File: src/rtl/jts_pkg.sv
// Package for the JSON token serializer: operation and token codes, text bytes,
// the job record handed from the token checker to the output sequencer.
// No dependencies.
package jts_pkg;

    localparam int STACK_DEPTH_DEF = 64;
    localparam int MAX_BYTES       = 12;
    localparam int MAX_DIGITS      = 10;

    typedef enum logic [2:0] {
        OP_BEGIN_OBJ = 3'd0,
        OP_BEGIN_ARR = 3'd1,
        OP_END_OBJ   = 3'd2,
        OP_END_ARR   = 3'd3,
        OP_STRING    = 3'd4,
        OP_NAME      = 3'd5,
        OP_LITERAL   = 3'd6,
        OP_INTEGER   = 3'd7
    } op_t;

    typedef enum logic [3:0] {
        TK_NONE      = 4'd0,
        TK_BEGIN_OBJ = 4'd1,
        TK_BEGIN_ARR = 4'd2,
        TK_END_OBJ   = 4'd3,
        TK_END_ARR   = 4'd4,
        TK_NAME      = 4'd5,
        TK_STRING    = 4'd6,
        TK_NUMBER    = 4'd7,
        TK_TRUE      = 4'd8,
        TK_FALSE     = 4'd9,
        TK_NULL      = 4'd10
    } token_t;

    localparam logic [1:0] ST_OK       = 2'd0;
    localparam logic [1:0] ST_BAD      = 2'd1;
    localparam logic [1:0] ST_OVERFLOW = 2'd2;

    localparam logic [1:0] LIT_NULL  = 2'd0;
    localparam logic [1:0] LIT_TRUE  = 2'd1;
    localparam logic [1:0] LIT_FALSE = 2'd2;

    localparam logic [7:0] CH_QUOTE = 8'h22;
    localparam logic [7:0] CH_BSL   = 8'h5C;
    localparam logic [7:0] CH_COLON = 8'h3A;
    localparam logic [7:0] CH_COMMA = 8'h2C;
    localparam logic [7:0] CH_LBRC  = 8'h7B;
    localparam logic [7:0] CH_RBRC  = 8'h7D;
    localparam logic [7:0] CH_LBRK  = 8'h5B;
    localparam logic [7:0] CH_RBRK  = 8'h5D;
    localparam logic [7:0] CH_MINUS = 8'h2D;
    localparam logic [7:0] CH_ZERO  = 8'h30;
    localparam logic [7:0] CH_U     = 8'h75;
    localparam logic [7:0] CH_SPACE = 8'h20;

    // lowest byte is sent first
    localparam logic [39:0] TXT_NULL  = 40'h00_6C_6C_75_6E;
    localparam logic [39:0] TXT_TRUE  = 40'h00_65_75_72_74;
    localparam logic [39:0] TXT_FALSE = 40'h65_73_6C_61_66;

    typedef enum logic [1:0] {
        EM_IDLE,
        EM_CONV,
        EM_SEND
    } em_state_t;

    typedef struct packed {
        logic                        present;
        logic [1:0]                  status;
        logic [3:0]                  len;
        logic [MAX_BYTES-1:0][7:0]   bytes;
        logic                        is_int;
        logic [31:0]                 mag;
    } job_t;

    typedef struct packed {
        logic                         done;
        logic [3:0]                   nd;
        logic [MAX_DIGITS-1:0][3:0]   digits;
    } conv_res_t;

    typedef struct packed {
        logic [47:0] bytes;
        logic [2:0]  n;
    } esc_t;

    function automatic logic [7:0] hex_digit(input logic [3:0] v);
        return (v < 4'd10) ? (8'h30 + 8'(v)) : (8'h41 + 8'(v) - 8'd10);
    endfunction

    function automatic esc_t escape_byte(input logic [7:0] c);
        esc_t r;
        r.bytes = '0;
        r.n     = 3'd2;
        case (c)
            CH_QUOTE, CH_BSL: r.bytes[15:0] = {c, CH_BSL};
            8'h08:            r.bytes[15:0] = {8'h62, CH_BSL};
            8'h0C:            r.bytes[15:0] = {8'h66, CH_BSL};
            8'h0A:            r.bytes[15:0] = {8'h6E, CH_BSL};
            8'h0D:            r.bytes[15:0] = {8'h72, CH_BSL};
            8'h09:            r.bytes[15:0] = {8'h74, CH_BSL};
            default:
            begin
                if (c < CH_SPACE)
                begin
                    r.bytes = {hex_digit(c[3:0]), hex_digit(c[7:4]), CH_ZERO, CH_ZERO,
                               CH_U, CH_BSL};
                    r.n     = 3'd6;
                end
                else
                begin
                    r.bytes[7:0] = c;
                    r.n          = 3'd1;
                end
            end
        endcase
        return r;
    endfunction

endpackage

File: src/rtl/jts_emit.sv
// Output sequencer: holds one job, sends its bytes one per transfer.
// Depends on jts_pkg and jts_conv results.
module jts_emit
    import jts_pkg::*;
(
    input  logic        clk,
    input  logic        rst_n,
    input  logic        job_valid,
    input  job_t        job,
    output logic        job_ready,
    output logic        conv_start,
    input  conv_res_t   conv,
    output logic        m_valid,
    input  logic        m_ready,
    output logic [7:0]  m_byte,
    output logic        m_present,
    output logic [1:0]  m_status,
    output logic        m_last
);

    em_state_t                 st_reg, st_next;
    logic [MAX_BYTES-1:0][7:0] buf_reg, buf_next;
    logic [3:0]                len_reg, len_next;
    logic [3:0]                idx_reg, idx_next;
    logic                      pres_reg, pres_next;
    logic [1:0]                stat_reg, stat_next;
    logic                      mv_reg, mv_next;
    logic [7:0]                ob_reg, ob_next;
    logic                      op_reg, op_next;
    logic [1:0]                os_reg, os_next;
    logic                      ol_reg, ol_next;
    logic                      adv, send_last, load;
    logic [3:0]                k, di;

    assign adv       = !mv_reg || m_ready;
    assign send_last = (idx_reg == 4'(len_reg - 4'd1));
    assign job_ready = (st_reg == EM_IDLE) || (st_reg == EM_SEND && adv && send_last);
    assign load      = job_valid && job_ready;
    assign conv_start = load && job.is_int;

    always_comb
    begin
        st_next = st_reg;
        case (st_reg)
            EM_IDLE:
                if (load)
                    st_next = job.is_int ? EM_CONV : EM_SEND;
            EM_CONV:
                if (conv.done)
                    st_next = EM_SEND;
            EM_SEND:
                if (adv && send_last)
                    st_next = load ? (job.is_int ? EM_CONV : EM_SEND) : EM_IDLE;
            default:
                st_next = EM_IDLE;
        endcase
    end

    always_comb
    begin
        buf_next  = buf_reg;
        len_next  = len_reg;
        idx_next  = idx_reg;
        pres_next = pres_reg;
        stat_next = stat_reg;
        mv_next   = mv_reg;
        ob_next   = ob_reg;
        op_next   = op_reg;
        os_next   = os_reg;
        ol_next   = ol_reg;
        k         = 4'd0;
        di        = 4'd0;
        if (st_reg == EM_SEND && adv)
        begin
            mv_next  = 1'b1;
            ob_next  = buf_reg[idx_reg];
            op_next  = pres_reg;
            os_next  = stat_reg;
            ol_next  = send_last;
            idx_next = idx_reg + 4'd1;
        end
        else if (adv)
            mv_next = 1'b0;
        if (st_reg == EM_CONV && conv.done)
        begin
            // digits follow the prefix, most significant first
            for (int i = 0; i < MAX_BYTES; i++)
            begin
                k  = 4'(i) - len_reg;
                di = conv.nd - 4'd1 - k;
                if (4'(i) >= len_reg && k < conv.nd)
                    buf_next[i] = CH_ZERO + 8'(conv.digits[di]);
            end
            len_next = len_reg + conv.nd;
            idx_next = 4'd0;
        end
        if (load)
        begin
            buf_next  = job.bytes;
            len_next  = job.len;
            idx_next  = 4'd0;
            pres_next = job.present;
            stat_next = job.status;
        end
    end

    always_ff @(posedge clk or negedge rst_n)
    begin
        if (!rst_n)
        begin
            st_reg <= EM_IDLE;
            mv_reg <= 1'b0;
        end
        else
        begin
            st_reg <= st_next;
            mv_reg <= mv_next;
        end
    end

    always_ff @(posedge clk)
    begin
        buf_reg  <= buf_next;
        len_reg  <= len_next;
        idx_reg  <= idx_next;
        pres_reg <= pres_next;
        stat_reg <= stat_next;
        ob_reg   <= ob_next;
        op_reg   <= op_next;
        os_reg   <= os_next;
        ol_reg   <= ol_next;
    end

    assign m_valid   = mv_reg;
    assign m_byte    = ob_reg;
    assign m_present = op_reg;
    assign m_status  = os_reg;
    assign m_last    = ol_reg;

endmodule

File: config.mk
export PLATFORM = sky130hd
export DESIGN_NAME = jts_emit
export DESIGN_NICKNAME = d
export VERILOG_FILES = /design/src/rtl/jts_pkg.sv /design/src/rtl/jts_emit.sv
export SDC_FILE = /design/constraint.sdc
export NUM_CORES = 1
export LEC_CHECK = 0
export BUFFER_PORTS_ARGS = -buffer_cell sky130_fd_sc_hd__clkbuf_2
export CAP_MARGIN = 20
export CORE_MARGIN = 2
export CORE_UTILIZATION = 56
export CTS_CLUSTER_DIAMETER = 30
export DETAILED_ROUTE_END_ITERATION = 12
export GPL_TIMING_DRIVEN = 0
export PLACE_DENSITY = 0.89
export SLEW_MARGIN = 25
export SYNTH_ARGS = -nofsm -noshare
export SYNTH_HDL_FRONTEND = slang
export SYNTH_SLANG_ARGS = --single-unit
File: constraint.sdc
create_clock -name clk -period 4.55 [get_ports clk]
set_input_delay 0.2275 -clock clk [delete_from_list [all_inputs] [get_ports clk]]
set_output_delay 0.2275 -clock clk [all_outputs]
set_load 0.005 [all_outputs]
==> run_results.csv <==
group,metric,value,unit
status,status,"completed",
timing,relSlewSlack,44.36,%
clocking,clockBufferDepth,2,
place,hpwl,21490,um
floorplan,die_h,131.8,um
cells_and_area,final_cell_mix,"clkbuf_2, edfxtp_1, nor2_1, mux4_2, ha_1",
floorplan,coreArea,15940,sq um
logic_synthesis,synth-seq-cells,122,
cells_and_area,drive_above_1_share,33.88,%
cells_and_area,largest_reg_flops,96,
detailed_routing,wl_per_cell,23.39,um
worst_setup_path,crit_type,"flip-flop to flip-flop",
power,p_total,9.966,mW
timing,setup-violations-final,0,
worst_hold_path,hp-class,"primary input to flip-flop",
floorplan,ioPinCount,200,
clocking,clock_latency,0.43,ns
worst_hold_path,worstHoldStart,"job[102]",
detailed_routing,dr.pass1.iters,5,
grt,antenna_found_initial,0,
logic_synthesis,ys.flop_type,"edfxtp_1",
run,maxCapViolations,0,
detailed_routing,antenna_left,0,
worst_hold_path,worstHoldPathCells,2,
worst_setup_path,worst_r2r_path_depth,8,
floorplan,start_util,57.35,%
worst_setup_path,crit_path_end_kind,"flip-flop",
cells_and_area,layout_commonest_cell,"clkbuf_2",
cells_and_area,syn_to_final_growth,20.03,%
logic_synthesis,synth_edf_count,115,
timing,setup_tns,0,ns
logic_synthesis,synth_nets,1011,
worst_hold_path,whs_endpoint,"buf_reg[69]",
detailed_routing,vias_per_cell,6.449,
cells_and_area,antennaDiodeCount,0,
grt,grt_pass1_wl,42500,um
detailed_routing,wirelength,27910,um
place,gp_congestion,1.003,
worst_setup_path,cp_slowest_cell,"fa_1",
power,p_leak,4.593,nW
worst_setup_path,crit_fanout,11,
detailed_routing,drc,0,
worst_setup_path,cp_top_family,"adder cells",
clocking,h-tree-depth,4,
clocking,cts_made_buffers,17,
logic_synthesis,yosysSeqAreaShare,39.46,%
detailed_routing,drt_iter0_drc,930,
worst_setup_path,worst_ep_arrival_time,4.38,ns
worst_setup_path,slowest_delay,0.83,ns
worst_setup_path,cp.required,4.70,ns
timing,hold_violations,0,
worst_setup_path,r2r-start,"len_reg[1]",
detailed_routing,vias,7694,
logic_synthesis,syn_avg_cell_area,11.95,sq um
clocking,root_buffer,"clkbuf_16",
grt,overflow,0,
clocking,clk_pin_slew,0.06,ns
floorplan,dieWidth,131.8,um
grt,track_usage,32.54,%
logic_synthesis,yosys_warnings,0,
grt,grt_max_degree,17,
place,place.port_buffers,167,
worst_setup_path,crit_path_start_kind,"flip-flop",
cells_and_area,final_nets,1210,
logic_synthesis,synthCells,765,
power,vdd_drop_max,0.0004517,V
timing,max_freq,236.4,MHz
timing,clock_skew,0.01122,ns
timing,worstMarginPinSlew,0.8346,ns
logic_synthesis,yosysUniqueCellTypes,59,
timing,fin_crit_sh,92.97,%
power,pwr_density_cell,908.1,nW/um^2
logic_synthesis,syn_area,9144,sq um
place,dpl-instance-area,10370,sq um
worst_setup_path,r2r-end,"buf_reg[80]",
grt,grt_pass1_vias,7745,
worst_setup_path,crit_chain,"inv_1 -> ha_1 -> fa_1 -> clkbuf_2 -> mux4_2 -> mux2_2 -> mux2i_1 -> o21ai_0",
clocking,cts.sinks,122,
timing,slew_viol_final,0,
cells_and_area,finalInstanceArea,10980,sq um
floorplan,dieArea,17370,sq um
worst_setup_path,r2r_slack,0.32,ns
floorplan,rows,46,
logic_synthesis,async_flop_share,2.459,%
worst_setup_path,crit_buf_inv,2,
clocking,cts_tree,"built",
timing,whs,0.05761,ns
timing,fin_crit,4.230,ns
timing,rsz0062_at_grt,"no",
[cell usage after synthesis, types with 3 or more instances]
cell type	instances	share of area, %
a21o_1	6	0.49
nor2b_1	9	0.62
dfxtp_1	4	0.88
buf_2	15	0.82
mux2_2	23	2.8
o41ai_1	7	0.67
xnor2_4	3	0.90
nor4_1	4	0.27
nor3b_1	3	0.25
xor2_1	18	1.7
o22ai_1	8	0.55
clkbuf_1	25	1.0
dfrtp_1	3	0.82
nand3_1	4	0.22
nand2b_1	32	2.2
and3_1	24	1.6
o21ai_0	27	1.5
ha_1	55	7.5
nor2_1	59	2.4
inv_1	36	1.5
fa_1	6	1.3
edfxtp_1	115	38
o31ai_1	11	0.90
a21oi_1	48	2.6
and3b_1	4	0.38
a32oi_1	4	0.38
a31oi_1	6	0.41
mux4_2	56	14
nand2_1	35	1.4
a21boi_0	6	0.49
or2_2	4	0.27
mux2i_1	49	5.4
xnor2_1	19	1.8
[through the flow]
stage	utilization [%]	instances	setup WS, ns
final	68.84	1193	0.3197
after global routing	68.84	1193	0.1006
after CTS	68.84	1194	0.1321
after detailed placement	65.03	1158	0.1764
after global placement	64.29	1148	-0.2568
after floorplan	-	765	0.9628
[logic make-up (layout without fill, tap and decap cells)]
group	Yosys count	after routing	synth area share, %
mux	128	128	21.99
buf+inv	82	294	3.736
fa+ha+maj	61	61	8.840
flops	122	122	39.46
xor+xnor	46	46	5.911
simple gates	186	186	10.45
compound gates	140	140	9.606
[cell type report]
| class | count | area, sq um |
|---|---|---|
| multi-input cells | 561 | 5251 |
| fillers | 1105 | 4967 |
| flip-flops and latches | 122 | 3608 |
| repair buffers | 181 | 935.9 |
| clock buffers | 17 | 425.4 |
| well taps | 216 | 270.3 |
| plain buffers | 44 | 202.7 |
| clock inverters | 15 | 142.6 |
| inverters | 37 | 138.9 |
[metal layers]
| metal | GRT usage (%) | share of wire [%] |
|---|---|---|
| met3 | 6.690 | 11 |
| met1 | 40.39 | 36 |
| met5 | 0 | 0 |
| met2 | 53.93 | 48 |
| met4 | 17.51 | 5.4 |
[timing repair]
action                                 4_1_cts  5_1_grt
setup buffers                                0        0
setup endpoints to repair                    0       18
hold buffers                                 4        0
endpoints found under the hold margin        6        0
gates resized for setup                      0        6
[worst max-delay path by stage]
stage | from | endpoint | slack (ns) | cells past startpoint
after detailed placement | len_reg[1] | buf_reg[83] | 0.18 | 8
after global routing | len_reg[1] | buf_reg[83] | 0.10 | 8
after global placement | len_reg[2] | buf_reg[73] | -0.26 | 8
after CTS | len_reg[2] | conv_start | 0.13 | 11
final | len_reg[1] | buf_reg[80] | 0.32 | 8
after floorplan | len_reg[1] | buf_reg[19] | 0.96 | 8
[report_power, final]
part           switching, mW  leakage [nW]  internal, mW  total (mW)
sequential             0.172          1.13          2.01        2.18
clock                  0.540         0.270         0.760        1.30
combinational           3.73          3.19          2.76        6.49
No activity file was read; power rests on OpenSTA's default activity.
