`src/rtl/jts_pkg.sv`:
```
// Package for the JSON token serializer: operation and token codes, text bytes,
// the job record handed from the token checker to the output sequencer.
// No dependencies.
package jts_pkg;

    localparam int STACK_DEPTH_DEF = 64;
    localparam int MAX_BYTES       = 12;
    localparam int MAX_DIGITS      = 10;

    typedef enum logic [2:0] {
        OP_BEGIN_OBJ = 3'd0,
        OP_BEGIN_ARR = 3'd1,
        OP_END_OBJ   = 3'd2,
        OP_END_ARR   = 3'd3,
        OP_STRING    = 3'd4,
        OP_NAME      = 3'd5,
        OP_LITERAL   = 3'd6,
        OP_INTEGER   = 3'd7
    } op_t;

    typedef enum logic [3:0] {
        TK_NONE      = 4'd0,
        TK_BEGIN_OBJ = 4'd1,
        TK_BEGIN_ARR = 4'd2,
        TK_END_OBJ   = 4'd3,
        TK_END_ARR   = 4'd4,
        TK_NAME      = 4'd5,
        TK_STRING    = 4'd6,
        TK_NUMBER    = 4'd7,
        TK_TRUE      = 4'd8,
        TK_FALSE     = 4'd9,
        TK_NULL      = 4'd10
    } token_t;

    localparam logic [1:0] ST_OK       = 2'd0;
    localparam logic [1:0] ST_BAD      = 2'd1;
    localparam logic [1:0] ST_OVERFLOW = 2'd2;

    localparam logic [1:0] LIT_NULL  = 2'd0;
    localparam logic [1:0] LIT_TRUE  = 2'd1;
    localparam logic [1:0] LIT_FALSE = 2'd2;

    localparam logic [7:0] CH_QUOTE = 8'h22;
    localparam logic [7:0] CH_BSL   = 8'h5C;
    localparam logic [7:0] CH_COLON = 8'h3A;
    localparam logic [7:0] CH_COMMA = 8'h2C;
    localparam logic [7:0] CH_LBRC  = 8'h7B;
    localparam logic [7:0] CH_RBRC  = 8'h7D;
    localparam logic [7:0] CH_LBRK  = 8'h5B;
    localparam logic [7:0] CH_RBRK  = 8'h5D;
    localparam logic [7:0] CH_MINUS = 8'h2D;
    localparam logic [7:0] CH_ZERO  = 8'h30;
    localparam logic [7:0] CH_U     = 8'h75;
    localparam logic [7:0] CH_SPACE = 8'h20;

    // lowest byte is sent first
    localparam logic [39:0] TXT_NULL  = 40'h00_6C_6C_75_6E;
    localparam logic [39:0] TXT_TRUE  = 40'h00_65_75_72_74;
    localparam logic [39:0] TXT_FALSE = 40'h65_73_6C_61_66;

    typedef enum logic [1:0] {
        EM_IDLE,
        EM_CONV,
        EM_SEND
    } em_state_t;

    typedef struct packed {
        logic                        present;
        logic [1:0]                  status;
        logic [3:0]                  len;
        logic [MAX_BYTES-1:0][7:0]   bytes;
        logic                        is_int;
        logic [31:0]                 mag;
    } job_t;

    typedef struct packed {
        logic                         done;
        logic [3:0]                   nd;
        logic [MAX_DIGITS-1:0][3:0]   digits;
    } conv_res_t;

    typedef struct packed {
        logic [47:0] bytes;
        logic [2:0]  n;
    } esc_t;

    function automatic logic [7:0] hex_digit(input logic [3:0] v);
        return (v < 4'd10) ? (8'h30 + 8'(v)) : (8'h41 + 8'(v) - 8'd10);
    endfunction

    function automatic esc_t escape_byte(input logic [7:0] c);
        esc_t r;
        r.bytes = '0;
        r.n     = 3'd2;
        case (c)
            CH_QUOTE, CH_BSL: r.bytes[15:0] = {c, CH_BSL};
            8'h08:            r.bytes[15:0] = {8'h62, CH_BSL};
            8'h0C:            r.bytes[15:0] = {8'h66, CH_BSL};
            8'h0A:            r.bytes[15:0] = {8'h6E, CH_BSL};
            8'h0D:            r.bytes[15:0] = {8'h72, CH_BSL};
            8'h09:            r.bytes[15:0] = {8'h74, CH_BSL};
            default:
            begin
                if (c < CH_SPACE)
                begin
                    r.bytes = {hex_digit(c[3:0]), hex_digit(c[7:4]), CH_ZERO, CH_ZERO,
                               CH_U, CH_BSL};
                    r.n     = 3'd6;
                end
                else
                begin
                    r.bytes[7:0] = c;
                    r.n          = 3'd1;
                end
            end
        endcase
        return r;
    endfunction

endpackage

```
`src/rtl/jts_ctrl.sv`:
```
// Token checker: nesting stack, order rules, escaping; builds at most one job per item.
// Depends on jts_pkg.
module jts_ctrl
    import jts_pkg::*;
#(
    parameter int STACK_DEPTH = STACK_DEPTH_DEF
)
(
    input  logic        clk,
    input  logic        rst_n,
    input  logic        item_valid,
    input  logic [2:0]  operation,
    input  logic [7:0]  data_byte,
    input  logic        has_byte,
    input  logic        first_of_string,
    input  logic        last_of_string,
    input  logic [1:0]  lit_sel,
    input  logic [31:0] number_value,
    output logic        item_taken,
    output logic        job_valid,
    output job_t        job,
    input  logic        job_ready
);

    localparam int DW = $clog2(STACK_DEPTH + 1);

    logic [STACK_DEPTH-1:0] stack_reg, stack_next;   // bit 0 is the top
    logic [DW-1:0]          depth_reg, depth_next;
    logic                   comma_reg, comma_next;
    token_t                 prev_reg, prev_next;
    logic                   sopen_reg, sopen_next;
    logic                   sname_reg, sname_next;
    logic                   srej_reg, srej_next;

    logic        top_obj, value_ok, name_ok, is_name, err, emits;
    logic [1:0]  err_code;
    logic [95:0] acc;
    logic [3:0]  pos;
    esc_t        esc;
    logic [31:0] neg_num;

    assign top_obj  = (depth_reg != '0) && stack_reg[0];
    assign value_ok = top_obj ? (prev_reg == TK_NAME)
                              : !((depth_reg == '0) && (prev_reg != TK_NONE));
    assign name_ok  = top_obj && (prev_reg != TK_NAME);
    assign is_name  = (operation == OP_NAME);
    assign esc      = escape_byte(data_byte);
    assign neg_num  = 32'd0 - number_value;

    always_comb
    begin
        stack_next = stack_reg;
        depth_next = depth_reg;
        comma_next = comma_reg;
        prev_next  = prev_reg;
        sopen_next = sopen_reg;
        sname_next = sname_reg;
        srej_next  = srej_reg;
        err        = 1'b0;
        err_code   = ST_BAD;
        acc        = '0;
        pos        = 4'd0;
        job        = '0;
        if (operation == OP_STRING || operation == OP_NAME)
        begin
            if (sopen_reg)
            begin
                if (first_of_string || is_name != sname_reg)
                    err = 1'b1;
                else if (srej_reg)
                begin
                    err = 1'b1;
                    if (last_of_string)
                    begin
                        sopen_next = 1'b0;
                        srej_next  = 1'b0;
                    end
                end
            end
            else if (!first_of_string)
                err = 1'b1;
            else if (!(is_name ? name_ok : value_ok))
            begin
                err = 1'b1;
                if (!last_of_string)
                begin
                    sopen_next = 1'b1;
                    sname_next = is_name;
                    srej_next  = 1'b1;
                end
            end
            else
            begin
                if (comma_reg)
                begin
                    acc = 96'(CH_COMMA);
                    pos = 4'd1;
                end
                acc        = acc | (96'(CH_QUOTE) << {pos, 3'b000});
                pos        = pos + 4'd1;
                sopen_next = 1'b1;
                sname_next = is_name;
                srej_next  = 1'b0;
            end
            // body and close for an accepted string item
            if (!err)
            begin
                if (has_byte)
                begin
                    acc = acc | (96'(esc.bytes) << {pos, 3'b000});
                    pos = pos + 4'(esc.n);
                end
                if (last_of_string)
                begin
                    acc = acc | (96'(CH_QUOTE) << {pos, 3'b000});
                    pos = pos + 4'd1;
                    if (sname_next)
                    begin
                        acc        = acc | (96'(CH_COLON) << {pos, 3'b000});
                        pos        = pos + 4'd1;
                        comma_next = 1'b0;
                        prev_next  = TK_NAME;
                    end
                    else
                    begin
                        comma_next = 1'b1;
                        prev_next  = TK_STRING;
                    end
                    sopen_next = 1'b0;
                    srej_next  = 1'b0;
                end
            end
        end
        else if (sopen_reg)
            err = 1'b1;
        else
        begin
            if (comma_reg)
            begin
                acc = 96'(CH_COMMA);
                pos = 4'd1;
            end
            case (operation)
                OP_BEGIN_OBJ, OP_BEGIN_ARR:
                begin
                    if (!value_ok)
                        err = 1'b1;
                    else if (depth_reg >= DW'(STACK_DEPTH))
                    begin
                        err      = 1'b1;
                        err_code = ST_OVERFLOW;
                    end
                    else
                    begin
                        acc = acc | (96'((operation == OP_BEGIN_OBJ) ? CH_LBRC : CH_LBRK)
                                     << {pos, 3'b000});
                        pos = pos + 4'd1;
                        for (int i = 1; i < STACK_DEPTH; i++)
                            stack_next[i] = stack_reg[i-1];
                        stack_next[0] = (operation == OP_BEGIN_OBJ);
                        depth_next    = depth_reg + DW'(1);
                        comma_next    = 1'b0;
                        prev_next     = (operation == OP_BEGIN_OBJ) ? TK_BEGIN_OBJ : TK_BEGIN_ARR;
                    end
                end
                OP_END_OBJ, OP_END_ARR:
                begin
                    if (depth_reg == '0 || prev_reg == TK_NAME ||
                        top_obj != (operation == OP_END_OBJ))
                        err = 1'b1;
                    else
                    begin
                        // no comma before a closing bracket
                        acc = 96'((operation == OP_END_OBJ) ? CH_RBRC : CH_RBRK);
                        pos = 4'd1;
                        for (int i = 0; i < STACK_DEPTH - 1; i++)
                            stack_next[i] = stack_reg[i+1];
                        stack_next[STACK_DEPTH-1] = 1'b0;
                        depth_next = depth_reg - DW'(1);
                        comma_next = 1'b1;
                        prev_next  = (operation == OP_END_OBJ) ? TK_END_OBJ : TK_END_ARR;
                    end
                end
                OP_LITERAL:
                begin
                    if (lit_sel > LIT_FALSE || !value_ok)
                        err = 1'b1;
                    else
                    begin
                        comma_next = 1'b1;
                        case (lit_sel)
                            LIT_NULL:
                            begin
                                acc       = acc | (96'(TXT_NULL) << {pos, 3'b000});
                                pos       = pos + 4'd4;
                                prev_next = TK_NULL;
                            end
                            LIT_TRUE:
                            begin
                                acc       = acc | (96'(TXT_TRUE) << {pos, 3'b000});
                                pos       = pos + 4'd4;
                                prev_next = TK_TRUE;
                            end
                            default:
                            begin
                                acc       = acc | (96'(TXT_FALSE) << {pos, 3'b000});
                                pos       = pos + 4'd5;
                                prev_next = TK_FALSE;
                            end
                        endcase
                    end
                end
                default:
                begin
                    if (!value_ok)
                        err = 1'b1;
                    else
                    begin
                        if (number_value[31])
                        begin
                            acc = acc | (96'(CH_MINUS) << {pos, 3'b000});
                            pos = pos + 4'd1;
                        end
                        job.is_int = 1'b1;
                        job.mag    = number_value[31] ? neg_num : number_value;
                        comma_next = 1'b1;
                        prev_next  = TK_NUMBER;
                    end
                end
            endcase
        end
        if (err)
        begin
            stack_next = stack_reg;
            depth_next = depth_reg;
            comma_next = comma_reg;
            prev_next  = prev_reg;
            if (!(operation == OP_STRING || operation == OP_NAME))
            begin
                sopen_next = sopen_reg;
                sname_next = sname_reg;
                srej_next  = srej_reg;
            end
            job        = '0;
            job.status = err_code;
            job.len    = 4'd1;
        end
        else
        begin
            job.present = 1'b1;
            job.status  = ST_OK;
            job.len     = pos;
            job.bytes   = acc;
        end
    end

    // a middle item with no byte yields nothing
    assign emits      = err || (pos != 4'd0) || job.is_int;
    assign job_valid  = item_valid && emits;
    assign item_taken = item_valid && (job_ready || !emits);

    always_ff @(posedge clk or negedge rst_n)
    begin
        if (!rst_n)
        begin
            stack_reg <= '0;
            depth_reg <= '0;
            comma_reg <= 1'b0;
            prev_reg  <= TK_NONE;
            sopen_reg <= 1'b0;
            sname_reg <= 1'b0;
            srej_reg  <= 1'b0;
        end
        else if (item_taken)
        begin
            stack_reg <= stack_next;
            depth_reg <= depth_next;
            comma_reg <= comma_next;
            prev_reg  <= prev_next;
            sopen_reg <= sopen_next;
            sname_reg <= sname_next;
            srej_reg  <= srej_next;
        end
    end

endmodule

```
`config.mk`:
```
export PLATFORM = sky130hd
export DESIGN_NAME = jts_ctrl
export DESIGN_NICKNAME = d
export VERILOG_FILES = /design/src/rtl/jts_pkg.sv /design/src/rtl/jts_ctrl.sv
export SDC_FILE = /design/constraint.sdc
export NUM_CORES = 1
export LEC_CHECK = 0
export CELL_PAD_IN_SITES_DETAIL_PLACEMENT = 2
export CELL_PAD_IN_SITES_GLOBAL_PLACEMENT = 2
export CORE_MARGIN = 2
export CORE_UTILIZATION = 36
export CTS_CLUSTER_DIAMETER = 100
export DETAILED_ROUTE_END_ITERATION = 6
export DONT_BUFFER_PORTS = 1
export GPL_ROUTABILITY_DRIVEN = 0
export PLACE_DENSITY = 0.89
export SLEW_MARGIN = 25
export SYNTH_ARGS = -nofsm -noshare
export SYNTH_HDL_FRONTEND = slang
export SYNTH_SLANG_ARGS = --single-unit
```
`constraint.sdc`:
```
create_clock -name clk -period 6.2 [get_ports clk]
set_input_delay 0 -clock clk [delete_from_list [all_inputs] [get_ports clk]]
set_output_delay 0 -clock clk [all_outputs]
set_load 0.02 [all_outputs]
```
==> results.py <==
metrics = {
    "pwr": {
        "pwr_density_cell_mw_per_mm2": 316.8,
        "post-layout-total-power_mw": 2.659,
        "power_leakage_nw": 3.493,
        "power.ir.vdd_worst_uv": 115.2,
    },
    "layout": {
        "total_number_of_nets_in_the_final_design": 1149,
        "layout_common_cells": "nand2_1 (194), nor2_1 (155), dfrtp_1 (79), a31oi_1 (71), a21oi_1 (60)",
        "antenna_cell_count": 0,
        "layout.cells.most_common": "nand2_1",
        "final-instance-count-excl-fill": 1344,
        "area_growth_syn_to_layout_pct": 10.15,
        "fraction_of_layout_instances_using_a_drive_strength_above_1_pct": 9.448,
        "largest_register_ffs": 64,
    },
    "route": {
        "total_number_of_vias": 8406,
        "drt-wirelength-per-cell_um": 24.57,
        "count_of_antenna_violating_nets_left_after_detailed_routing": 0,
        "drt-initial-drc-count": 642,
        "drt_drc_violations_left": 0,
        "drt-vias-per-instance": 6.254,
        "wirelength_mm": 33.02,
        "drtPass1Iterations": 7,
    },
    "global_route": {
        "antenna_found_initial": 0,
        "largest_net_degree_at_the_start_of_global_routing": 80,
        "global_route_wire_length_before_repair_mm": 50.34,
        "grt_use_total_pct": 28.64,
        "overflow": 0,
        "first_global_vias": 8809,
    },
    "floorplanning": {
        "core-area_mm2": 0.02089,
        "num_rows": 53,
        "die_x_um": 149.5,
        "num_io_pins": 190,
        "die_area_mm2": 0.02234,
        "initial_cell_density_of_the_core_pct": 36.47,
        "fp.dieH_um": 149.5,
    },
    "run_status": {
        "outcome": "finished clean",
    },
    "worst_setup_path": {
        "crit_start": "depth_reg[4]",
        "timing_worst_setup_path_type": "flip-flop to flip-flop",
        "worstPathRequired_ps": 6490,
        "cp_slowest_cell": "dlygate4sd3_1",
        "timing.critical_path.cells": "nor4_4, nand3b_1, nand3_2, a21oi_1, nand2_1, buf_4, inv_1, buf_4, ha_1, ha_1, a21boi_0, mux2i_1, nand2_1, ha_1, inv_1, nand3_1, nor4b_2, nor4_1, nor2_1, a31oi_2, nor4b_2, o32a_1, dlygate4sd3_1",
        "worst_path_largest_cell_delay_ps": 580,
        "reg2reg_from": "depth_reg[4]",
        "worst-r2r-cell-count": 23,
        "crit_fanout": 17,
        "worst-endpoint-arrival_ps": 6430,
        "crit_path_end_kind": "flip-flop",
        "critical-path-top-cell-by-count": "ha_1",
        "worst_setup_path_start_kind": "flip-flop",
    },
    "flow_run": {
        "cap_violations": 0,
    },
    "sta": {
        "max_freq_mhz": 162.9,
        "grt_setup_unrepaired": "true",
        "fin_crit_sh_pct": 99.00,
        "finalCriticalPeriod_ps": 6138,
        "max_slew_margin_pct": 38.79,
        "timing.final.max_slew_violations": 0,
        "final.setup.tns_ps": 0,
        "timing_worst_slew_pin_value_ps": 908.5,
        "worst_clock_skew_ps": 8.357,
        "hold_violations_final": 0,
        "finalSetupViolations": 0,
    },
    "placed_design": {
        "placement.io_buffers": 0,
        "dp_cells": 1310,
        "detailed_placer_s_ending_hpwl_mm": 21.81,
    },
    "clock_network": {
        "tritoncts": "done",
        "h-tree-depth": 3,
        "clock_path_buffers": 2,
        "cts-root-buf": "clkbuf_16",
        "clock_sinks": 79,
        "clock_latency_ps": 350,
        "clkTransAtPathRegs_ps": 70,
        "cts_made_buffers": 9,
    },
    "hold_path": {
        "min_from": "operation[2]",
        "timing.hold.worst.class": "primary input to flip-flop",
        "whs_path_depth": 2,
    },
    "synth": {
        "synth_register_bits": 79,
        "synth_cells": 1069,
        "syn_area_mm2": 0.007619,
        "yosysTopAreaCellShare_pct": 25.95,
        "async_flop_share_pct": 100.0,
        "synth_top_cell_by_area": "dfrtp_1",
        "post_synthesis_area_per_instance_um2": 7.127,
        "synth_top_cells_by_area": "dfrtp_1 (26%), nand2_1 (9.6%), nor2_1 (7.6%)",
        "synth-seq-area-share_pct": 25.95,
        "synth.lib_cells_used.distinct": 87,
        "ys.warnings.count": 0,
        "synth_edf_count": 0,
        "synth_flop_cell": "dfrtp_1",
    },
}
power by group:
| part | switching (mW) | total [mW] | internal, mW |
|---|---|---|---|
| registers | 0.247 | 0.991 | 0.744 |
| clock network | 0.224 | 0.492 | 0.267 |
| logic | 0.760 | 1.18 | 0.416 |
final cells by class:
class / count / area (um2)
fillers: 2477 / 12500
multi-input cells: 882 / 5171
flip-flops and latches: 79 / 1977
repair buffers: 60 / 513.0
well taps: 275 / 344.1
clock buffers: 9 / 225.2
inverters: 32 / 121.4
clock inverters: 7 / 40.04
stage by stage:
stage	area [um2]	setup slack [ps]	utilization [%]	hold slack [ps]
2_1_floorplan	7694	1040	-	-295.6
3_3_place_gp	7898	622.6	37.81	-293.2
3_5_place_dp	7898	342.1	37.81	-293.6
4_1_cts	8310	212.9	39.78	10.91
5_1_grt	8392	-166.8	40.17	34.27
6_report	8392	61.83	40.17	52.41
cells by family (layout without fill, tap and decap cells):
family / after synthesis / count (layout) / share of synthesized area (%)
compound gates: 302 / 302 / 26.13
xor+xnor: 43 / 43 / 4.943
fa+ha+maj: 33 / 33 / 5.518
buf+inv: 128 / 108 / 7.883
flops: 79 / 79 / 25.95
mux: 14 / 14 / 2.250
other cells: 1 / 21 / 0.04922
simple gates: 469 / 469 / 27.28
cells in the mapped netlist, types with 6 or more instances:
master and instances:
xor2_1 28, nor4_1 6, clkbuf_1 48, nor3_1 22, xnor2_1 15, a21oi_1 60
o21ai_0 55, buf_4 27, ha_1 32, buf_1 7, o22ai_1 12, nand2b_1 8
o31ai_1 14, inv_1 29, o211ai_1 7, dfrtp_1 79, nand3_1 24, buf_2 14
nor2_1 155, a31oi_1 71, or3_1 13, a22oi_1 6, nand2_1 194, and2_1 11
a21o_1 14
path summary, 6_finish.rpt:
path	endpoint	slack (ps)
setup / recovery	srej_reg	60
hold / removal	prev_reg[1]	50
setup reg to reg	srej_reg	60
hold reg to reg	stack_reg[51]	570
max in group asynchronous	stack_reg[20]	5660
min in group asynchronous	stack_reg[51]	190
repair_timing:
| action | in CTS | in global routing |
|---|---|---|
| resized for setup | 0 | 7 |
| hold endpoints to repair | 86 | 0 |
| setup buffers | 0 | 5 |
| setup endpoints to repair | 0 | 33 |
| hold buffers | 13 | 0 |
routing by layer:
metal / vias to the layer above / routed length (um) / GRT usage, %
li1: 3715 / - / -
met1: 4195 / 13100 / 33.90
met2: 390 / 16360 / 49.79
met3: 106 / 2217 / 5.762
met4: 0 / 1352 / 13.29
met5: - / 0 / 0
worst max-delay path, delay by kind of cell (launching register included):
| family | cells | cell delay (ps) |
|---|---|---|
| AO/OA/AOI/OAI | 4 | 950 |
| buffers and inverters | 5 | 1180 |
| flip-flops | 1 | 440 |
| AND/OR/NAND/NOR | 10 | 2500 |
| multiplexers | 1 | 200 |
| adder cells (fa/ha/maj) | 3 | 790 |
(Power assumes the default switching activity.)
